==> config.mk <==
export PLATFORM = sky130hd
export DESIGN_NAME = vtfa_fifo
export DESIGN_NICKNAME = d
export VERILOG_FILES = /design/src/rtl/vtfa_pkg.sv /design/src/rtl/vtfa_fifo.sv
export SDC_FILE = /design/constraint.sdc
export NUM_CORES = 1
export LEC_CHECK = 0
export BUFFER_PORTS_ARGS = -buffer_cell sky130_fd_sc_hd__buf_2
export CAP_MARGIN = 10
export CORE_MARGIN = 4
export CORE_UTILIZATION = 47
export DETAILED_ROUTE_END_ITERATION = 7
export PLACE_DENSITY = 0.75
export REMOVE_ABC_BUFFERS = 1
export SLEW_MARGIN = 20
export SYNTH_ARGS = -nofsm -noshare
export SYNTH_HDL_FRONTEND = slang
export SYNTH_SLANG_ARGS = --single-unit
==> constraint.sdc <==
create_clock -name clk_i -period 12.6 [get_ports clk_i]
set_clock_uncertainty 0.05 [all_clocks]
set_input_delay 1.89 -clock clk_i [delete_from_list [all_inputs] [get_ports clk_i]]
set_output_delay 1.89 -clock clk_i [all_outputs]
set_load 0.05 [all_outputs]
==> src/rtl/vtfa_pkg.sv <==
// ----------------------------------------------------------------------------
// vtfa_pkg: shared types and constants of the vertex transform fan assembler
// Holds the vertex record, the corner record passed from the front to the
// back part, and the configuration register indexes.
// ----------------------------------------------------------------------------
`default_nettype none
package vtfa_pkg;

  localparam int unsigned NumCfg   = 8;
  localparam int unsigned CfgIdxW  = 3;
  localparam int unsigned CfgDataW = 64;

  typedef enum logic [CfgIdxW-1:0] {
    CfgRow0A = 3'd0,
    CfgRow0B = 3'd1,
    CfgRow1A = 3'd2,
    CfgRow1B = 3'd3,
    CfgRow2A = 3'd4,
    CfgRow2B = 3'd5,
    CfgRow3A = 3'd6,
    CfgRow3B = 3'd7
  } cfg_idx_e;

  localparam logic [CfgDataW-1:0] CfgReset [NumCfg] = '{
    64'h0000_0001_0000_0000, 64'h0, 64'h0001_0000_0000_0000, 64'h0,
    64'h0, 64'h0000_0000_0001_0000, 64'h0, 64'h0001_0000_0000_0000
  };

  // One corner as it leaves the front part.
  typedef struct packed {
    logic               face_start;
    logic signed [31:0] norm_z;
    logic signed [31:0] norm_y;
    logic signed [31:0] norm_x;
    logic signed [31:0] tex_v;
    logic signed [31:0] tex_u;
    logic signed [31:0] pos_z;
    logic signed [31:0] pos_y;
    logic signed [31:0] pos_x;
  } corner_t;

  // One finished vertex.
  typedef struct packed {
    logic               w_zero;
    logic signed [31:0] nz;
    logic signed [31:0] ny;
    logic signed [31:0] nx;
    logic signed [31:0] v;
    logic signed [31:0] u;
    logic signed [31:0] w;
    logic signed [31:0] z;
    logic signed [31:0] y;
    logic signed [31:0] x;
  } vertex_t;

  function automatic logic signed [31:0] sat32(input logic signed [65:0] v);
    if (v > 66'sh0_7FFF_FFFF) begin
      return 32'sh7FFF_FFFF;
    end else if (v < -66'sh0_8000_0000) begin
      return 32'sh8000_0000;
    end
    return v[31:0];
  endfunction

endpackage
`default_nettype wire

==> src/rtl/vtfa_fifo.sv <==
// ----------------------------------------------------------------------------
// vtfa_fifo: corner queue between front and back
// Small two-entry queue that lets the input side and the transform side stall
// independently.
// ----------------------------------------------------------------------------
`default_nettype none
module vtfa_fifo (
  input  wire                        clk_i,
  input  wire                        rst_ni,
  input  wire                        in_valid_i,
  output logic                       in_ready_o,
  input  wire vtfa_pkg::corner_t     in_data_i,
  output logic                       out_valid_o,
  input  wire                        out_ready_i,
  output vtfa_pkg::corner_t          out_data_o
);

  vtfa_pkg::corner_t mem_q [2];
  logic       wptr_q, rptr_q;
  logic [1:0] cnt_q;
  logic       push, pop;

  assign in_ready_o  = (cnt_q != 2'd2);
  assign out_valid_o = (cnt_q != 2'd0);
  assign out_data_o  = mem_q[rptr_q];
  assign push = in_valid_i & in_ready_o;
  assign pop  = out_valid_o & out_ready_i;

  always_ff @(posedge clk_i) begin
    if (push) begin
      mem_q[wptr_q] <= in_data_i;
    end
  end

  always_ff @(posedge clk_i or negedge rst_ni) begin
    if (!rst_ni) begin
      wptr_q <= 1'b0;
      rptr_q <= 1'b0;
      cnt_q  <= 2'd0;
    end else begin
      if (push) wptr_q <= ~wptr_q;
      if (pop)  rptr_q <= ~rptr_q;
      cnt_q <= cnt_q + {1'b0, push} - {1'b0, pop};
    end
  end

  a_cnt_range: assert property (@(posedge clk_i) disable iff (!rst_ni)
    cnt_q != 2'd3) else $error("queue count out of range");
  a_no_push_full: assert property (@(posedge clk_i) disable iff (!rst_ni)
    cnt_q == 2'd2 |-> !push) else $error("push into full queue");
  a_ptr_match: assert property (@(posedge clk_i) disable iff (!rst_ni)
    (cnt_q == 2'd0 || cnt_q == 2'd2) |-> wptr_q == rptr_q)
    else $error("queue pointers inconsistent");

endmodule
`default_nettype wire

Word level (Yosys, flattened, before mapping). Memories as Yosys holds them, arrays and structs flattened. Index checks and enable logic that the tools add are counted.

Flip-flop bits (word level): 4. RAM bits: 514. Bits of input ports: 261. Word-level logic and storage cells: 14. Memories: 1.

$add $sub $neg: 2. Equality and inequality tests: 1. Mux-type cells: 2. Bitwise gates (word level): 4. Reductions and logical operators: 1.

Memories: mem_q (depth 2, width 257, rd ports 1, clocked after Yosys merged registers in 0, write ports 1, line vtfa_fifo.sv:18) `vtfa_pkg::corner_t mem_q [2];`.

Operator list (number): $add 2x1->2 (1); $and 1x1->1 (2); $mux 1 (2); $ne 2x2->1 const B (1); $not 1->1 (2); $reduce_bool 2->1 (1); $sub 2x1->2 (1).

Longest topological paths before layout.
Depth after elaboration: 4. Mapped depth: 7.

Least setup slack after synthesis. No wires, ideal clock.

Path kind: input -> register. Start point: input in_valid_i. End point: memory mem_q[0][0] (netlist bit) (enable). Library setup time: 0.881 ns. Data arrival time: 12.655 ns. Path slack: -0.986 ns. Cell stages on the path: 2. Buffers on the path: 0. Cells stage by stage: nand2_1 > nor2_1.

Cells in the longest elaborated chain, start to end: 3.

RTL lines: start, declared (line vtfa_fifo.sv:10) `input wire in_valid_i,`; $and 1x1->1 (line vtfa_fifo.sv:26) `assign push = in_valid_i & in_ready_o;`; $mux 1 (line vtfa_fifo.sv:30) `if (push) begin`; $mux 1 (implied by the code) (line vtfa_fifo.sv:31) `mem_q[wptr_q] <= in_data_i;`; end, declared (line vtfa_fifo.sv:18).

No other way between the ends.

==> results.md <==
- Stage delay of the slowest cell on the critical path: 0.92 ns
- Complex-gate fraction of the synthesized area: 0
- Resized Gates After CTS: 0
- Total power: 0.00700 W
- Endpoint arrival time on the critical path: approximately 3.9 ns
- Placer congestion estimate: 0.787
- Worst voltage drop across the vdd grid: between 0.2 and 0.25 mV
- Sort of element at the end of the critical path: output port
- Min-delay src: cnt_q[0]
- Basic-gate share of the synthesized area counting and, or, nand and nor cells: 0.00166
- Clock insertion delay at the later pin of the skew report: 0.56 ns
- Fraction of the mapped netlist area in adder cells: 0.00128
- Height of the chip: 212 um
- Kind of cell adding the most delay to the critical path: buffers and inverters
- Xor/xnor share of the synthesized area: 0.00179
- Global-route wire length before repair: just under 60000 um
- Met3 wirelength from detailed routing: 3770 um
- Pre-Repair DR Iteration Count: 6
- Worst setup SP type: flop
- Ratio of routed vias to standard cells: just under 5
- Hold WC Path Type: flop to flop
- First element of the critical path: rptr_q
- Post-DRT Antenna Nets: 0
- Overall Global Routing Usage: 0.174
- Worst-path fanout max: 62
- Share of layout cells above drive strength 1: 0.612
- Most common cell after layout, fill and taps aside: sky130_fd_sc_hd__buf_2
- Number of unique standard cell types used by synthesis: 17
- Result of the run: completed
- Root Buffer: sky130_fd_sc_hd__clkbuf_16
- RSZ-0062 raised after global routing: false
- Total length of routed met2 wires: 21000 um
- Commonest non-fill, non-tap cells in the layout: 519 x sky130_fd_sc_hd__buf_2, 514 x sky130_fd_sc_hd__edfxtp_1, 201 x sky130_fd_sc_hd__mux2_4
- Count of buffering cells on the critical path with inverters included: 3
- Detailed-route wire length: ~42000 um
- Slowest cell on crit path: sky130_fd_sc_hd__buf_4
- Post-synthesis cell area: 0.0196 mm^2
- Instance count of the mapped netlist: 817
- Worst hold path stage count: 1
- Transition time at the pin with the least slew margin: 1.11 ns
- Total overflow reported by the global router: 0
- Final-stage net count: 1632
- Count of buffers inserted at the top-level ports: 519
- CP cell instances: buf_4, buf_4, mux2_2, buf_2
- Max Cap Violations: 0
- Maximum root-to-sink buffer count: 3
- Mux share of post-synthesis cell area: 0.186
- # placed instances: 1848
- CTS sink count: a little over 500
- Routed length per placed instance: 21.3 um
- Required time at the endpoint of the critical path: 10.66 ns
- Flops & latches, synth: 518
- Total core area: approximately 0.041 mm^2
- Number of antenna violations at the first check in global routing: 18
- Max Slew Vio Count: 0
- Hold Vio Cnt, Final: 0
- Number of cells traversed by the worst register-to-register path: 4
- Num rows: 74
- Register area share after synthesis: 0.793
- Die width: 212 um
- Largest family of logic cells by synthesized area: multiplexers
- Warnings from Yosys: 0
- Clock transition at the registers of the reported paths: 0.06 ns
- Count of unresolved DRC violations after routing: 0
- Clock buffers created by TritonCTS: 51
- Count of routing violations after the opening detailed-route iteration: 563
- Share of the cycle needed by the critical path after routing: 0.465
- Maximum clock frequency: 171 MHz
- Met1 routed wirelength after detailed routing: 15700 um
- Worst setup path category: flop to output port
- Worst slew slack as a fraction of its limit: 0.257
- HPWL reported at the end of detailed placement: 28600 um
- Worst reg2reg startpoint: cnt_q[0]
- Number of H-tree levels: 2
- Area overhead of the layout relative to synthesis: 24.6%
- Buffer count from post-CTS setup fixing: 0
- Leakage: approximately 9.7 nW
- Via count of the first global-routing pass: 9897
- Overall die area: 0.0450 mm^2
- I/O pins: 520
- Largest net degree at the start of global routing: 186
- Total via count in the routed design: 9661
- Hold bufs inserted after CTS: 0
- CP Depth: 4
- Count of placed standard cells in the final layout, fillers left out: 1955
- Starting utilization of the core area: 0.478
- Synthesized area per cell: 24.0 um^2
- Min cycle time layout: between 5 and 6 ns
- TritonCTS clock tree: done
- Top layer reached by signal wires: met5
- Ratio of total power to cell area: 287 mW/mm^2
- # setup viols final: 0
- Top cell by count, worst path: sky130_fd_sc_hd__buf_4
path summary, 6_finish.rpt:
kind | to | slack (ns)
setup / recovery | out_data_o[231] | 6.75
hold / removal | cnt_q[0] | 0.51
setup reg to reg | mem_q[1][116] | 9.05
hold reg to reg | cnt_q[0] | 0.51
max in group asynchronous | rptr_q | 11.29
min in group asynchronous | wptr_q | 1.07
per-layer routing:
| metal | vias to the layer above | track usage |
|---|---|---|
| met3 | 75 | 0.0611 |
| met1 | 4772 | 0.209 |
| li1 | 4396 | - |
| met5 | - | 0 |
| met4 | 14 | 0.0651 |
| met2 | 404 | 0.293 |
synth_stat cells, drive strengths merged:
cell / n / area, um^2
and3: 1 / 6.26
buf: 29 / 315
nand2b: 1 / 6.26
xnor2: 3 / 26.3
ha: 2 / 25.0
edfxtp: 514 / 15400
or2: 1 / 6.26
inv: 1 / 3.75
nand2: 1 / 3.75
and2: 1 / 6.26
mux2: 257 / 3650
xor2: 1 / 8.76
dfrtp: 4 / 100
nor2: 1 / 3.75
flip-flops by register name, indices dropped and copies added (netlist names):
| signal | flops |
|---|---|
| mem_q | 514 |
| cnt_q | 2 |
| rptr_q | 1 |
| wptr_q | 1 |
area by class of cell:
type | instances | area (um^2)
sequential | 518 | 15500
inverter | 1 | 3.75
tap | 532 | 666
multi-input combinational | 269 | 3750
clock inverter | 26 | 343
antenna | 12 | 30.0
timing repair buffer | 528 | 2680
clock buffer | 69 | 1410
fill | 2987 | 16600
cell families (layout without fill, tap and decap cells):
logic type,after synthesis,count (layout)
xor+xnor,4,4
fa+ha+maj,2,2
buf+inv,30,624
flops,518,518
mux,257,257
other cells,0,12
simple gates,6,6
metrics by stage:
stage                     hold slack (ns)  setup slack, ns  utilization  cell area [um^2]  setup TNS (ns)
final                               0.506             6.75        0.595             24400               0
after global routing                0.516             6.53        0.595             24400               0
after CTS                           0.517             6.68        0.595             24400               0
after detailed placement            0.502             7.30        0.552             22600               0
after global placement              0.446             7.32        0.552             22600               0
after floorplan                     0.411           -0.986            -             19300         -253.41
power by group:
| group | switching [W] | total (W) | internal [W] |
|---|---|---|---|
| logic | 0.00208 | 0.00296 | 0.000885 |
| clock network | 0.000615 | 0.00156 | 0.000948 |
| registers | 0.000117 | 0.00248 | 0.00236 |
Note: power is estimated with default switching activity, not from simulation.
